===== config.mk =====
export PLATFORM = sky130hd
export DESIGN_NAME = fec_group_receive_tracker
export DESIGN_NICKNAME = d
export VERILOG_FILES = /design/src/hdl/fgrt_pkg.sv /design/src/hdl/fec_group_receive_tracker.sv /design/src/hdl/fgrt_div.sv /design/src/hdl/fgrt_cnt_mem.sv
export SDC_FILE = /design/constraint.sdc
export NUM_CORES = 1
export LEC_CHECK = 0
export ABC_CLOCK_PERIOD_IN_PS = 4030
export BUFFER_PORTS_ARGS = -buffer_cell sky130_fd_sc_hd__buf_2
export CAP_MARGIN = 0
export CORE_MARGIN = 4
export CORE_UTILIZATION = 50
export CTS_CLUSTER_SIZE = 20
export DETAILED_ROUTE_END_ITERATION = 8
export HOLD_SLACK_MARGIN = 0.05
export PLACE_DENSITY = 0.71
export SLEW_MARGIN = 10
export SYNTH_ARGS = -nofsm -noshare
export SYNTH_HDL_FRONTEND = slang
export SYNTH_HIERARCHICAL = 1
export SYNTH_SLANG_ARGS = --single-unit

===== constraint.sdc =====
create_clock -name clk -period 4.03 [get_ports clk]
set_input_delay 0.6045 -clock clk [delete_from_list [all_inputs] [get_ports clk]]
set_output_delay 0.6045 -clock clk [all_outputs]
set_load 0.02 [all_outputs]

===== src/hdl/fgrt_pkg.sv =====
// Shared widths, codes and reset values for the FEC group receive tracker.
// No dependencies; every other file in hdl/ refers to this package by scoped names.
package fgrt_pkg;

  localparam int MAX_GROUPS_DEF = 8;

  localparam int DCNT_W = 11;
  localparam int PCNT_W = 10;
  localparam int GCNT_W = 4;
  localparam int IDX_W  = 10;
  localparam int GRP_W  = 3;
  localparam int PEND_W = 4;
  localparam int CNT_W  = 11;
  localparam int DIV_W  = 11;

  localparam int IN_TDATA_W  = 16;
  localparam int OUT_TDATA_W = 24;
  localparam int CFG_IDX_W   = 2;
  localparam int CFG_DATA_W  = 11;

  localparam logic [CNT_W-1:0] COUNT_MAX = '1;

  localparam logic OP_RESTART  = 1'b0;
  localparam logic OP_REGISTER = 1'b1;

  localparam logic [CFG_IDX_W-1:0] REG_DATA_COUNT   = 2'd0;
  localparam logic [CFG_IDX_W-1:0] REG_PARITY_COUNT = 2'd1;
  localparam logic [CFG_IDX_W-1:0] REG_GROUP_COUNT  = 2'd2;

  localparam logic [DCNT_W-1:0] DCNT_RST = 11'd1;
  localparam logic [PCNT_W-1:0] PCNT_RST = 10'd0;
  localparam logic [GCNT_W-1:0] GCNT_RST = 4'd1;
  localparam logic [PEND_W-1:0] PEND_RST = 4'd1;

endpackage


===== src/hdl/fec_group_receive_tracker.sv =====
// A register beat runs the serial divider by the group count; the divider's done issues the
// counter memory read, an update state then writes the counter back and loads the result,
// and the block returns to idle, where the next beat is accepted; restart and out-of-range
// beats go from idle straight to the update state. A stalled result register holds the update
// state until it drains. One packet is in work at a time, and the result register lets the
// next packet enter while the last result waits.
// Depends on fgrt_pkg, fgrt_div and fgrt_cnt_mem.
module fec_group_receive_tracker #(
  parameter int MAX_GROUPS = fgrt_pkg::MAX_GROUPS_DEF
) (
  input  logic                             clk,
  input  logic                             rst_n,
  input  logic                             in_tvalid,
  output logic                             in_tready,
  input  logic [fgrt_pkg::IN_TDATA_W-1:0]  in_tdata,   // [9:0] packet_index
  input  logic [0:0]                       in_tuser,   // [0] operation
  output logic                             out_tvalid,
  input  logic                             out_tready,
  // [2:0] group_number, [12:3] index_in_group, [13] group_now_complete,
  // [17:14] pending_count, [18] decode_ready, [19] index_error
  output logic [fgrt_pkg::OUT_TDATA_W-1:0] out_tdata,
  input  logic                             cfg_valid,
  output logic                             cfg_ready,
  input  logic [fgrt_pkg::CFG_IDX_W-1:0]   cfg_index,
  input  logic [fgrt_pkg::CFG_DATA_W-1:0]  cfg_data
);

  localparam int GW = (MAX_GROUPS > 1) ? $clog2(MAX_GROUPS) : 1;
  localparam int DW = fgrt_pkg::DIV_W;

  localparam logic [1:0] S_IDLE = 2'd0;
  localparam logic [1:0] S_DIV  = 2'd1;
  localparam logic [1:0] S_UPD  = 2'd2;

  logic [fgrt_pkg::DCNT_W-1:0] dcnt_r;
  logic [fgrt_pkg::PCNT_W-1:0] pcnt_r;
  logic [fgrt_pkg::GCNT_W-1:0] gcnt_r;
  logic [fgrt_pkg::GCNT_W-1:0] ng;

  logic [1:0] state_r, state_nxt;
  logic       op_r, err_r, par_r;
  logic [fgrt_pkg::PEND_W-1:0] pend_r, pend_nxt;

  logic                          in_fire;
  logic [fgrt_pkg::IDX_W-1:0]    idx;
  logic                          idx_err, is_par;
  logic [fgrt_pkg::IDX_W-1:0]    par_off;
  logic [DW-1:0]                 dvd_a;
  logic                          div_start;

  logic                          done_a, done_b;
  logic [DW-1:0]                 q_a, q_b;
  logic [fgrt_pkg::GCNT_W-1:0]   r_a, r_b;

  logic                          rd_en, wr_en, clr;
  logic [GW-1:0]                 grp_addr;
  logic [fgrt_pkg::CNT_W-1:0]    cnt, cnt_inc;
  logic [fgrt_pkg::CNT_W-1:0]    need;
  logic                          sat, hit, commit;

  logic [fgrt_pkg::GRP_W-1:0]    o_grp;
  logic [fgrt_pkg::IDX_W-1:0]    o_sub;
  logic                          o_done, o_err;

  logic                             out_vld_r;
  logic [fgrt_pkg::OUT_TDATA_W-1:0] out_data_r;

  // Configuration registers
  assign cfg_ready = 1'b1;

  always_ff @(posedge clk) begin
    if (!rst_n) begin
      dcnt_r <= fgrt_pkg::DCNT_RST;
      pcnt_r <= fgrt_pkg::PCNT_RST;
      gcnt_r <= fgrt_pkg::GCNT_RST;
    end else if (cfg_valid) begin
      unique case (cfg_index)
        fgrt_pkg::REG_DATA_COUNT: begin
          dcnt_r <= cfg_data;
        end
        fgrt_pkg::REG_PARITY_COUNT: begin
          pcnt_r <= cfg_data[fgrt_pkg::PCNT_W-1:0];
        end
        fgrt_pkg::REG_GROUP_COUNT: begin
          gcnt_r <= cfg_data[fgrt_pkg::GCNT_W-1:0];
        end
        default: begin
        end
      endcase
    end
  end

  always_comb begin
    if (gcnt_r == '0) begin
      ng = fgrt_pkg::GCNT_W'(1);
    end else if (int'(gcnt_r) > MAX_GROUPS) begin
      ng = fgrt_pkg::GCNT_W'(MAX_GROUPS);
    end else begin
      ng = gcnt_r;
    end
  end

  // Input beat decode
  assign in_tready = (state_r == S_IDLE);
  assign in_fire   = in_tvalid && in_tready;
  assign idx       = in_tdata[fgrt_pkg::IDX_W-1:0];
  assign idx_err   = 12'(idx) >= (12'(dcnt_r) + 12'(pcnt_r));
  assign is_par    = 11'(idx) >= dcnt_r;
  assign par_off   = idx - dcnt_r[fgrt_pkg::IDX_W-1:0];
  assign dvd_a     = is_par ? DW'(par_off) : DW'(idx);
  assign div_start = in_fire && (in_tuser[0] == fgrt_pkg::OP_REGISTER) && !idx_err;

  fgrt_div #(.DW(DW)) u_div_idx (
    .clk       (clk),
    .rst_n     (rst_n),
    .start     (div_start),
    .dividend  (dvd_a),
    .divisor   (ng),
    .done      (done_a),
    .quotient  (q_a),
    .remainder (r_a)
  );

  fgrt_div #(.DW(DW)) u_div_data (
    .clk       (clk),
    .rst_n     (rst_n),
    .start     (div_start),
    .dividend  (DW'(dcnt_r)),
    .divisor   (ng),
    .done      (done_b),
    .quotient  (q_b),
    .remainder (r_b)
  );

  assign grp_addr = GW'(r_a);

  fgrt_cnt_mem #(.DEPTH(MAX_GROUPS), .AW(GW)) u_cnt_mem (
    .clk     (clk),
    .rst_n   (rst_n),
    .clear   (clr),
    .rd_en   (rd_en),
    .rd_addr (grp_addr),
    .wr_en   (wr_en),
    .wr_addr (grp_addr),
    .wr_data (cnt_inc),
    .rd_data (cnt)
  );

  // Update: group data count is the data quotient, plus one below the data remainder
  assign need    = q_b + fgrt_pkg::CNT_W'(r_a < r_b);
  assign sat     = (cnt == fgrt_pkg::COUNT_MAX);
  assign cnt_inc = cnt + fgrt_pkg::CNT_W'(1);
  assign hit     = !sat && (cnt_inc == need);
  assign commit  = (state_r == S_UPD) && (!out_vld_r || out_tready);

  always_comb begin
    state_nxt = state_r;
    rd_en     = 1'b0;
    wr_en     = 1'b0;
    clr       = 1'b0;
    pend_nxt  = pend_r;
    o_grp     = '0;
    o_sub     = '0;
    o_done    = 1'b0;
    o_err     = 1'b0;
    unique case (state_r)
      S_IDLE: begin
        if (in_fire) begin
          state_nxt = div_start ? S_DIV : S_UPD;
        end
      end
      S_DIV: begin
        if (done_a && done_b) begin
          rd_en     = 1'b1;
          state_nxt = S_UPD;
        end
      end
      S_UPD: begin
        if (op_r == fgrt_pkg::OP_RESTART) begin
          pend_nxt = ng;
          clr      = commit;
        end else if (err_r) begin
          o_err = 1'b1;
        end else begin
          o_grp  = fgrt_pkg::GRP_W'(r_a);
          o_sub  = par_r ? fgrt_pkg::IDX_W'(need + q_a) : fgrt_pkg::IDX_W'(q_a);
          o_done = hit;
          wr_en  = commit && !sat;
          if (hit && (pend_r != '0)) begin
            pend_nxt = pend_r - fgrt_pkg::PEND_W'(1);
          end
        end
        if (commit) begin
          state_nxt = S_IDLE;
        end
      end
      default: begin
        state_nxt = S_IDLE;
      end
    endcase
  end

  always_ff @(posedge clk) begin
    if (!rst_n) begin
      state_r   <= S_IDLE;
      pend_r    <= fgrt_pkg::PEND_RST;
      out_vld_r <= 1'b0;
    end else begin
      state_r <= state_nxt;
      if (commit) begin
        pend_r    <= pend_nxt;
        out_vld_r <= 1'b1;
      end else if (out_tready) begin
        out_vld_r <= 1'b0;
      end
    end
  end

  always_ff @(posedge clk) begin
    if (in_fire) begin
      op_r  <= in_tuser[0];
      err_r <= idx_err;
      par_r <= is_par;
    end
    if (commit) begin
      out_data_r <= {4'b0, o_err, (pend_nxt == '0), pend_nxt, o_done, o_sub, o_grp};
    end
  end

  assign out_tvalid = out_vld_r;
  assign out_tdata  = out_data_r;

endmodule


===== src/hdl/fgrt_div.sv =====
// Restoring serial divider, one quotient bit per cycle, by a small group-count divisor.
// Depends on fgrt_pkg for the divisor width.
module fgrt_div #(
  parameter int DW = fgrt_pkg::DIV_W
) (
  input  logic                        clk,
  input  logic                        rst_n,
  input  logic                        start,
  input  logic [DW-1:0]               dividend,
  input  logic [fgrt_pkg::GCNT_W-1:0] divisor,
  output logic                        done,
  output logic [DW-1:0]               quotient,
  output logic [fgrt_pkg::GCNT_W-1:0] remainder
);

  localparam int VW = fgrt_pkg::GCNT_W;
  localparam int SW = $clog2(DW + 1);

  logic [SW-1:0] step_r;
  logic          done_r;
  logic [DW-1:0] quo_r;
  logic [VW-1:0] rem_r;
  logic [VW-1:0] dvs_r;
  logic [VW:0]   shifted;
  logic          ge;

  assign shifted = {rem_r, quo_r[DW-1]};
  assign ge      = shifted >= {1'b0, dvs_r};

  always_ff @(posedge clk) begin
    if (!rst_n) begin
      step_r <= '0;
      done_r <= 1'b0;
    end else begin
      done_r <= (step_r == SW'(1));
      if (start) begin
        step_r <= SW'(DW);
      end else if (step_r != '0) begin
        step_r <= step_r - SW'(1);
      end
    end
  end

  always_ff @(posedge clk) begin
    if (start) begin
      quo_r <= dividend;
      rem_r <= '0;
      dvs_r <= divisor;
    end else if (step_r != '0) begin
      quo_r <= {quo_r[DW-2:0], ge};
      rem_r <= ge ? VW'(shifted - {1'b0, dvs_r}) : shifted[VW-1:0];
    end
  end

  assign done      = done_r;
  assign quotient  = quo_r;
  assign remainder = rem_r;

endmodule


===== src/hdl/fgrt_cnt_mem.sv =====
// Per-group received-packet counters: synchronous memory with a registered read.
// Valid bits per entry make a cleared entry read as zero. Depends on fgrt_pkg.
module fgrt_cnt_mem #(
  parameter int DEPTH = fgrt_pkg::MAX_GROUPS_DEF,
  parameter int AW    = 3
) (
  input  logic                       clk,
  input  logic                       rst_n,
  input  logic                       clear,
  input  logic                       rd_en,
  input  logic [AW-1:0]              rd_addr,
  input  logic                       wr_en,
  input  logic [AW-1:0]              wr_addr,
  input  logic [fgrt_pkg::CNT_W-1:0] wr_data,
  output logic [fgrt_pkg::CNT_W-1:0] rd_data
);

  logic [fgrt_pkg::CNT_W-1:0] mem [DEPTH];
  logic [DEPTH-1:0]           vld_r;
  logic [fgrt_pkg::CNT_W-1:0] rd_data_r;
  logic                       rd_vld_r;

  always_ff @(posedge clk) begin
    if (wr_en) begin
      mem[wr_addr] <= wr_data;
    end
    if (rd_en) begin
      rd_data_r <= mem[rd_addr];
    end
  end

  always_ff @(posedge clk) begin
    if (!rst_n) begin
      vld_r    <= '0;
      rd_vld_r <= 1'b0;
    end else begin
      if (clear) begin
        vld_r <= '0;
      end else if (wr_en) begin
        vld_r[wr_addr] <= 1'b1;
      end
      if (rd_en) begin
        rd_vld_r <= vld_r[rd_addr];
      end
    end
  end

  assign rd_data = rd_vld_r ? rd_data_r : '0;

endmodule


==> Word level (Yosys, flattened, before mapping) <==
Memories as Yosys holds them, arrays and structs flattened. A register that Yosys moved wholly into a read port is not among the register bits.
Cells that the tools add are included.
{ "op_classes": {"addsub": 10, "n_lt_le_gt_ge": 8, "n_eq_ne": 11, "mux": 40, "bitwise_logic": 4, "reduce_logical": 31} }
{ "op_table": {"columns": ["op", "count"], "rows": [
  ["two-way mux 11 bit", 5],
  ["two-way mux 4 bit", 12],
  ["two-way mux 10 bit", 2],
  ["two-way mux 1 bit", 14],
  ["adder 11 x 10 -> 12 bit", 1],
  [">= comparator 10 x 12 -> 1 bit", 1],
  ["nonzero test 4 bit", 3],
  ["subtractor 4 x 1 -> 4 bit, second input constant", 3],
  ["adder 11 x 1 -> 11 bit", 1],
  ["adder 11 x 1 -> 11 bit, second input constant", 1],
  ["equality test 11 bit", 1],
  ["equality test 11 bit, second input constant", 1],
  [">= comparator 10 x 11 -> 1 bit", 1],
  ["adder 10 bit", 1],
  [">= comparator 5 x 4 -> 1 bit", 2],
  ["subtractor 10 bit", 1],
  ["logical AND 1 bit", 9],
  ["equality test 4 x 1 -> 1 bit, second input constant", 2],
  ["logical NOT 4 bit", 2],
  ["two-way mux 2 bit", 4],
  ["bitwise OR 8 bit", 1],
  ["AND reduction 2 bit", 4],
  ["subtractor 4 bit", 2],
  ["case mux 2 bit (3 select lines)", 1],
  ["other kinds (18)", 29]
]} }
{ "totals": {"register_bits": 108, "ramBits": 88, "in_bits": 35, "output_inout_bits": 27, "wordCells": 130, "mem_count": 1} }
{ "memory_table": {"columns": ["memory", "depth", "width", "rd", "rd_clocked_by_memory_dff", "wr", "line", "text"], "rows": [
  ["u_cnt_mem.mem", 8, 11, 1, 1, 1, "fgrt_cnt_mem.sv:18", "logic [fgrt_pkg::CNT_W-1:0] mem [DEPTH];"]
]} }

==> Depth between registers and ports, before layout <==
Gate-level depths: netlist (run 1).
{ "logic_depth": {"word_depth": 10, "ltp_mapped": 20, "ltp_nobuf": 18} }

==> Cells and area by module <==
The synthesis (run 1) kept the hierarchy.
{ "by_module_without_submodules": {"columns": ["mod", "instances", "cells_each", "area_each_um2", "seq_area_each_um2"], "rows": [
  ["fec_group_receive_tracker", 1, 528, 4538.1, 1331.3],
  ["fgrt_cnt_mem", 1, 192, 4201.5, 3153.0],
  ["fgrt_div", 2, 90, 1134.8, 630.6]
]} }

==> Worst setup path after synthesis (run 1) <==
Ideal clock, no wire load.
{ "synth_timing": {"kind": "reg-to-reg", "start": "register dcnt_r[1] in the netlist's numbering", "end": "register u_div_data.quo_r[4] (netlist: u_div_data/quotient[4]), data pin", "setup_time_ns": 0.260, "arrival_ns": 3.858, "required_ns": 3.770, "path_slack_ns": -0.087, "stages_incl_launch_ff": 17, "n_path_buf": 2, "synth_period_minus_slack_ns": 4.117, "cell_sequence": "dfxtp_1 ha_1 a21o_1 a21oi_1 o21ai_0 a21oi_1 o21ai_0 a21oi_1 xor2_1 ha_1 o21a_1 a211oi_1 o21bai_1 a31oi_1 buf_2 buf_2 mux2_2"} }
{ "synth_via": {"elab_chain_len": 5} }
{ "synth_lines": {"columns": ["element", "line", "text"], "rows": [
  ["start, declared", "fec_group_receive_tracker.sv:35", "logic [fgrt_pkg::DCNT_W-1:0] dcnt_r;"],
  ["start signal, assigned", "fec_group_receive_tracker.sv:73", "dcnt_r <= fgrt_pkg::DCNT_RST;"],
  ["start signal, assigned", "fec_group_receive_tracker.sv:79", "dcnt_r <= cfg_data;"],
  ["adder 11 x 10 -> 12 bit", "fec_group_receive_tracker.sv:107", "assign idx_err = 12'(idx) >= (12'(dcnt_r) + 12'(pcnt_r));"],
  [">= comparator 10 x 12 -> 1 bit", "fec_group_receive_tracker.sv:107", null],
  ["logical NOT 1 bit", "fec_group_receive_tracker.sv:111", "assign div_start = in_fire && (in_tuser[0] == fgrt_pkg::OP_REGISTER) && !idx_err;"],
  ["logical AND 1 bit", "fec_group_receive_tracker.sv:111", null],
  ["via div_start", "fec_group_receive_tracker.sv:49", "logic div_start;"],
  ["two-way mux 11 bit", "fgrt_div.sv:45", "if (start) begin"],
  ["end signal, assigned", "fgrt_div.sv:46", "quo_r <= dividend;"],
  ["end signal, assigned", "fgrt_div.sv:50", "quo_r <= {quo_r[DW-2:0], ge};"],
  ["end, declared", "fgrt_div.sv:21", "logic [DW-1:0] quo_r;"]
]} }
The timed path passes the listed nets, and every way through them passes these cells.
A chain may end at the register's enable or synchronous reset.

==> Worst setup path in the final report (run 1) <==
{ "layout_timing": {"start": "register u_div_data.rem_r[1] (netlist: u_div_data/remainder[1])", "end": "register out_data_r (netlist bit out_tdata[18]), data pin"} }
{ "layout_via": {"elab_chain_len": 10} }
{ "layout_lines": {"columns": ["element", "line", "text"], "rows": [
  ["start, declared", "fgrt_div.sv:22", "logic [VW-1:0] rem_r;"],
  ["start signal, assigned", "fgrt_div.sv:51", "rem_r <= ge ? VW'(shifted - {1'b0, dvs_r}) : shifted[VW-1:0];"],
  ["less-than comparator 4 bit", "fec_group_receive_tracker.sv:150", "assign need = q_b + fgrt_pkg::CNT_W'(r_a < r_b);"],
  ["adder 11 x 1 -> 11 bit", "fec_group_receive_tracker.sv:150", null],
  ["equality test 11 bit", "fec_group_receive_tracker.sv:153", "assign hit = !sat && (cnt_inc == need);"],
  ["logical AND 1 bit", "fec_group_receive_tracker.sv:153", null],
  ["logical AND 1 bit", "fec_group_receive_tracker.sv:189", "if (hit && (pend_r != '0)) begin"],
  ["two-way mux 4 bit", "fec_group_receive_tracker.sv:189", null],
  ["two-way mux 4 bit", "fec_group_receive_tracker.sv:182", "end else if (err_r) begin"],
  ["two-way mux 4 bit", "fec_group_receive_tracker.sv:179", "if (op_r == fgrt_pkg::OP_RESTART) begin"],
  ["two-way mux 4 bit", "fec_group_receive_tracker.sv:166", "unique case (state_r)"],
  ["via pend_nxt (one bit)", "fec_group_receive_tracker.sv:42", "logic [fgrt_pkg::PEND_W-1:0] pend_r, pend_nxt;"],
  ["logical NOT 4 bit", "fec_group_receive_tracker.sv:226", "out_data_r <= {4'b0, o_err, (pend_nxt == '0), pend_nxt, o_done, o_sub, o_grp};"],
  ["end signal, assigned", "fec_group_receive_tracker.sv:226", null],
  ["end, declared", "fec_group_receive_tracker.sv:66", "logic [fgrt_pkg::OUT_TDATA_W-1:0] out_data_r;"]
]} }
The timed path passes the listed nets, and every way through them passes these cells.

==> results.md, run 1 <==
- Status: completed
- Mean Syn Cell Area: ~12 µm²
- Max Root-Sink Buffers: 3
- Worst Path Max Fanout: 3
- CTS Hold Bufs: 0
- Pwr per Cell Area: approximately 590 mW/mm²
- Leading area contributor after synthesis: edfxtp_1
- Critical path required time: around 4.4 ns
- GR met2 Demand/Resource: 0.331
- R2r endpoint: out_tdata[18]
- Met3 Use GR: 0.0277
- Synth area leaders: edfxtp_1, dfxtp_1, ha_1
- Synthesized flop and latch total: between 200 and 250
- H-Tree Level Count: 1
- Starting Density: 0.506
- TritonCTS Sinks: 211
- Wire per inst: between 15 and 20 µm
- Top-count cell post-synth: edfxtp_1
- Met1 usage: 0.274
- Vias: 7371
- Vias per inst: 5.67
- Die H: ~160 µm
- Final Skew: 0.0267 ns
- Die footprint: approximately 0.024 mm²
- GR peak layer: met2
- CTS buffer count: 24
- GRT Residual Overflow: 0
- WHS: ~0.32 ns
- Area growth syn-to-layout: 16.3%
- Clock Latency Late Sink: 0.52 ns
- Synthesized area: around 0.011 mm²
- Hold path startpoint: in_tuser
- Max cap viols: 0
- RSZ-0062 raised after global routing: true
- Post-synth EDFFs: 152
- Worst relative slew slack: 0.336
- Sequential fraction of the synthesis area: 0.522
- Startpoint types: flop
- Final count of pins violating max slew: 0
- First-pass GRT wire length: ~38 mm
- Fill count: between 1500 and 2000
- Crit path capture type: flop
- Final Hold Viols: 0
- Max Clk Rate: 0.253 GHz
- HPWL after DPL: roughly 17 mm
- Distinct cells, synth: ~80
- I/O Pins: 62
- Top cell type's share of synthesized area: 0.415
- Core Rows: 54
- Synth Flop Type: edfxtp_1
- Clock transition at path regs: 0.06 ns
- Post-DP Area: about 0.012 mm²
- Drt total wl: between 20 and 25 mm
- Net count, final: approximately 1100
- Pleak: around 4.8 nW
- Core area: about 0.022 mm²
- TritonRoute pass-1 iters: 5
- Reg2reg setup slack: 0.08 ns
- Diodes inserted: 0
- Hold Crit Class: in -> reg
- Worst Hold Depth: 1
- Share of layout cells above drive strength 1: 0.232
- Setup Total Neg Slack: 0 ns
- Synthesized instance count: 900
- Worst slew pin tran: 0.994 ns
- Chip width: 156 µm
- Top cells by count, synth: edfxtp_1, nor2_1, dfxtp_1, ha_1, inv_1
- Number of port buffers: 50
- Initial DRC count: between 400 and 500
- Reg-to-reg startpoint: u_div_data/remainder[1]
- Worst Path Arrival: roughly 4.3 ns
- Final antenna-violating net count: 0
- TritonCTS clock tree: built
- Final Setup Violations: 0
- Finished Cell Area: ~0.013 mm²
- Vias in the first global route: around 7200
- GPL Wtd Cong: roughly 0.92
- Placed Cells incl. Taps: roughly 1300
- Pwr Total: roughly 7.6 mW
- Pin count of the biggest net entering global routing: 39
- DRC errors left: 0
- CP Class: reg -> reg
- Post-Layout Cell Count: 1300
- Min Tclk post-route: 3.95 ns
- CTS root buf: clkbuf_16
- Fin crit share: 0.979
- Min-Delay Endpoint: op_r
- Initial antenna violation count: 0
- Yosys Warn Count: 6
- Max VDD drop: between 0.3 and 0.4 mV
- Post-synth ARST share: 0
- All-Layer GR Usage: 0.196
- Number of cells on the worst reg-to-reg path: 16
-- worst max-delay path by stage --
stage / to / from
floorplan: out_tdata[18] / u_div_idx/remainder[1]
global placement: out_tdata[18] / u_div_data/remainder[1]
detailed placement: out_tdata[18] / u_div_data/remainder[1]
CTS: out_tdata[18] / u_div_data/remainder[1]
global route: out_tdata[18] / u_div_data/remainder[1]
finish: out_tdata[18] / u_div_data/remainder[1]
-- per-stage QoR --
step | setup slack, ns | utilization
after CTS | 0.0337 | 0.586
after floorplan | 0.106 | -
after global placement | -0.250 | 0.546
final | 0.0845 | 0.589
after global routing | -0.0945 | 0.589
after detailed placement | -0.309 | 0.546
-- state kept, by name, indices dropped and copies added, names as in the netlist, 2 cells and up --
signal	cells
u_cnt_mem/vld_r	8
gcnt_r	4
u_div_data/step_r	4
state_r	2
u_div_idx/quotient	11
u_div_idx/dvs_r	4
pcnt_r	10
u_div_data/remainder	4
u_div_idx/remainder	4
pend_r	4
u_div_data/dvs_r	4
u_div_idx/step_r	4
u_cnt_mem/rd_data_r	11
out_tdata	20
u_cnt_mem/mem	88
dcnt_r	11
u_div_data/quotient	11
-- cell type report --
class                   count  area, µm²  share of cell area
clock buffers              35        692              0.0540
clock inverters             8       48.8             0.00381
inverters                  50        189              0.0148
multi-input cells         615       5110               0.399
flip-flops and latches    211       5750               0.449
well taps                 280        350              0.0274
repair buffers            101        669              0.0523
-- worst max-delay path, stage by stage, from the launching register on --
cell and delay, ns:
dfxtp_2 0.33, inv_2 0.04, ha_4 0.19, a21o_1 0.15, a21o_1 0.18, a21oi_2 0.17
ha_2 0.24, ha_4 0.21, xor2_1 0.16, a2111oi_2 0.30, or3b_1 0.39, or4_4 0.48
buf_6 0.15, nor3_4 0.17, a31oi_2 0.13, o22a_1 0.23, nor4_2 0.26
-- placed cells by master (no fill, tap or decap), types with 6 or more instances in the layout --
cell	netlist	final
inv_1	47	46
nand3_1	11	10
conb_1	2	6
nand2b_1	12	12
nor2_1	89	89
clkbuf_16	0	24
o21a_1	13	13
a211oi_1	10	10
or3_1	7	7
dfxtp_1	59	55
clkbuf_1	14	6
buf_4	6	46
nand2_1	40	39
mux2_2	40	40
nor3_1	15	14
a21o_1	12	12
edfxtp_1	152	152
xnor2_1	21	21
nor2b_1	8	8
buf_2	5	50
o211ai_1	11	11
a21oi_1	39	38
clkinv_2	0	6
ha_1	54	51
nand4_1	8	8
o21ai_0	29	28
mux4_1	22	22
and2_1	15	15
xor2_1	14	13
mux2i_1	27	27
-- what timing repair did --
item                       in CTS  in global routing
pin swaps                      16                  4
gates resized for setup        19                 10
buffers inserted                4                  2
cloned                          0                  0
setup endpoints to repair       9                 61
-- power breakdown --
part,total [mW],internal (mW),switching [mW]
Combinational,2.64,1.27,1.37
Sequential,2.93,2.64,0.291
Clock,2.02,1.19,0.836
-- metal layers --
layer,part of all wire,routed length (µm),up-vias
li1,-,-,3572
met3,0.049,1180,31
met1,0.45,10800,3604
met5,0,0,-
met2,0.49,11700,164
met4,0.015,367,0
-- logic make-up (layout without fill, tap and decap cells) --
logic type	count (synthesis)	count (layout)	synth area share
AO/OA/AOI/OAI	165	165	0.101
XOR/XNOR	35	35	0.0278
adder cells (fa/ha/maj)	59	59	0.0705
buffers and inverters	78	194	0.0316
flip-flops	211	211	0.522
multiplexers	90	90	0.120
other	2	6	0.000682
AND/OR/NAND/NOR	260	260	0.127
No activity file was read; power rests on OpenSTA's default activity.
==> run 2: changes to the inputs <==
- MAX_ROUTING_LAYER: not set -> met4
- RECOVER_POWER: not set -> 50
==> run 2 against run 1 <==
Against the previous run:
- the run now ends with max-capacitance violations, max-slew violations left
- wire length is 2.4% higher
- critical path depth is 1 higher
- power is 4.3% higher
- sequential power hardly changed
- core utilization is 0.20 points higher
- setup slack worse by 0.059 ns
- die area stayed put
- cell count is 0.31% higher
- clock power is 13% higher
- global-route usage is 0.93 points higher
- cell area is 0.34% higher
==> results.md, run 2 (synthesized netlist as in run 1, its figures left out) <==
- Initial antenna violation count: 0 (unchanged)
- Reg2reg setup slack: 0.03 ns (-0.06 ns)
- R2r endpoint: out_tdata[18]
- Net count, final: 1101 (+0.36%)
- TritonCTS Sinks: 211 (unchanged)
- Max cap viols: 1 (+1)
- Final Setup Violations: 0 (unchanged)
- Violated checks: max-capacitance violations, max-slew violations
- Internal Pwr Total: 5.33 mW (+4.5%)
- Drt total wl: 24.7 mm (+2.4%)
- Pwr Total: 7.92 mW (+4.3%)
- Clock Latency Late Sink: 0.53 ns (about the same)
- Crit path capture type: flop
- Final Hold Viols: 0 (unchanged)
- Die H: 156 µm (unchanged)
- Wire per inst: 18.9 µm (+2.1%)
- Final antenna-violating net count: 0 (unchanged)
- Sequential fraction of design power: 0.371 (-0.015)
- Post-Layout Cell Count: 1304 (+0.31%)
- CTS root buf: clkbuf_16
- Chip width: 156 µm (unchanged)
- Core Rows: 54 (unchanged)
- Setup Total Neg Slack: 0 ns (unchanged)
- Diodes inserted: 0 (unchanged)
- H-Tree Level Count: 1 (unchanged)
- Area of the multi-input gates: 0.00509 mm² (-0.32%)
- I/O Pins: 62 (unchanged)
- Die footprint: 0.0245 mm² (unchanged)
- Share of layout cells above drive strength 1: 0.205 (-0.0273)
- Status: complete, but fails checks
- Vias: 7439 (+0.92%)
- GPL Wtd Cong: 0.929 (+1.2%)
- Worst relative slew slack: -0.691 (-1.03)
- Worst Hold Depth: 3 (+2)
- Fill count: 1741 (-0.29%)
- Logic pwr share: 0.341 (-0.007)
- Hold Crit Class: in -> reg
- Number of cells on the worst reg-to-reg path: 17 (+1)
- Clk network pwr share: 0.288 (+0.022)
- DRC errors left: 0 (unchanged)
- Pleak: 4.74 nW (-1.7%)
- Worst slew pin tran: 2.54 ns (+1.54 ns)
- TritonRoute pass-1 iters: 7 (+2)
- CTS buffer count: 23 (-4.2%)
- Largest Register: u_cnt_mem/mem
- Net switching power: 2.59 mW (+3.8%)
- Commonest non-fill, non-tap cell in the layout: edfxtp_1
- Max reg flops: 88 (unchanged)
- Reg-to-reg startpoint: u_div_data/remainder[1]
- Number of port buffers: 50 (unchanged)
- First-pass GRT wire length: 38.6 mm (+1.3%)
- Final count of pins violating max slew: 39 (+39)
- Placed Cells incl. Taps: 1253 (+0.080%)
- Fin crit share: 0.994 (+0.0146)
- Initial DRC count: 546 (+26%)
- Startpoint types: flop
- Max Root-Sink Buffers: 3 (unchanged)
- CTS Hold Bufs: 0 (unchanged)
- GRT Residual Overflow: 0 (unchanged)
- Reg area: 0.00575 mm² (about the same)
- Max VDD drop: 0.345 mV (-2.6%)
- Vias in the first global route: 7114 (-0.52%)
- Starting Density: 0.506 (unchanged)
- Worst Path Arrival: 4.37 ns (+0.09 ns)
- Min-Delay Endpoint: dcnt_r[10]
- Pwr per Cell Area: 616 mW/mm² (+3.9%)
- Vias per inst: 5.70 (+0.61%)
- Core area: 0.0218 mm² (unchanged)
- Clock transition at path regs: 0.07 ns (about the same)
- Area growth syn-to-layout: 16.7%
- CP Class: reg -> reg
- Hold path startpoint: cfg_data[10]
- Pin count of the biggest net entering global routing: 39 (unchanged)
- Critical path required time: 4.40 ns (+0.04 ns)
- Post-Route Utilization: 0.591 (+0.00201)
- RSZ-0062 raised after global routing: true
- Worst Path Max Fanout: 4 (+1)
- Min Tclk post-route: 4.00 ns (+0.0590 ns)
- Max Clk Rate: 0.250 GHz (-1.5%)
- All-Layer GR Usage: 0.205 (+0.00932)
- TritonCTS clock tree: built
- HPWL after DPL: 17.4 mm (+0.89%)
- Commonest cells after routing, fill and taps aside: edfxtp_1, nor2_1, dfxtp_1
- Sw frac: 0.327 (-0.00155)
- Final Skew: 0.0209 ns (-0.00575 ns)
## run 2: changes by cell type in the layout (fill, tap and decap cells not counted), moves of 3 or more
cell       change
clkbuf_8       -5
and2_1         -7
clkinv_4       +3
and2_0         +7
clkbuf_1      +29
buf_4          -4
or2_0          +3
bufinv_16      +5
or2_2          -3
buf_2         -25
## run 2: area by class of cell
type                       count  share of cell area
timing repair buffer         106              0.0502
inverter                      50              0.0146
clock buffer                  24              0.0451
multi-input combinational    615               0.396
sequential                   211               0.447
tap                          280              0.0273
clock inverter                18              0.0194
## run 2: worst max path at each step
stage          slack (ns)  cells past startpoint                    start             to
5_1_grt             -0.14                     18  u_div_data/remainder[1]  out_tdata[18]
6_report             0.03                     17  u_div_data/remainder[1]  out_tdata[18]
3_3_place_gp        -0.25                     16  u_div_data/remainder[1]  out_tdata[18]
2_1_floorplan        0.11                     15   u_div_idx/remainder[1]  out_tdata[18]
4_1_cts              0.02                     17  u_div_data/remainder[1]  out_tdata[18]
3_5_place_dp        -0.28                     16  u_div_data/remainder[1]  out_tdata[18]
## run 2: stage by stage
stage | instance area [µm²] | setup slack [ns] | hold slack (ns)
6_report | 12900 | 0.0255 | 0.330
5_1_grt | 12900 | -0.144 | 0.339
4_1_cts | 12800 | 0.0153 | 0.292
3_5_place_dp | 11900 | -0.276 | 0.463
3_3_place_gp | 11900 | -0.250 | 0.451
2_1_floorplan | 11000 | 0.106 | 0.440
## run 2: power by group through the flow
stage	combinational (mW)	sequential, mW	clock (mW)
final	2.70	2.93	2.28
after global routing	2.99	2.96	2.42
after CTS	2.64	2.92	2.33
after detailed placement	2.54	2.95	0
after global placement	2.47	2.94	0
after floorplan	1.90	2.89	0
## run 2: routing by layer
layer	vias to the layer above	GRT usage	part of all wire
li1	3602	-	-
met1	3619	0.274	0.44
met2	188	0.342	0.49
met3	30	0.0260	0.051
met4	0	0.0393	0.015
met5	-	-	0
## run 2: critical path, stage by stage (launching register included)
cell and delay, ns:
dfxtp_2 0.33, inv_2 0.04, ha_4 0.19, a21o_1 0.15
a21o_1 0.18, a21oi_2 0.18, ha_2 0.24, ha_4 0.14
buf_6 0.10, nand2_4 0.05, or4_4 0.54, o211ai_1 0.11
nand4b_1 0.13, or4_4 0.59, nor3_4 0.23, a31oi_2 0.14
o22a_2 0.25, nor4_2 0.25
## run 2: timing repair
| item | 4_1_cts | 5_1_grt |
|---|---|---|
| pin swaps | 8 | 9 |
| buffers inserted | 3 | 6 |
| endpoints found under the setup margin | 9 | 54 |
| resized for setup | 14 | 13 |
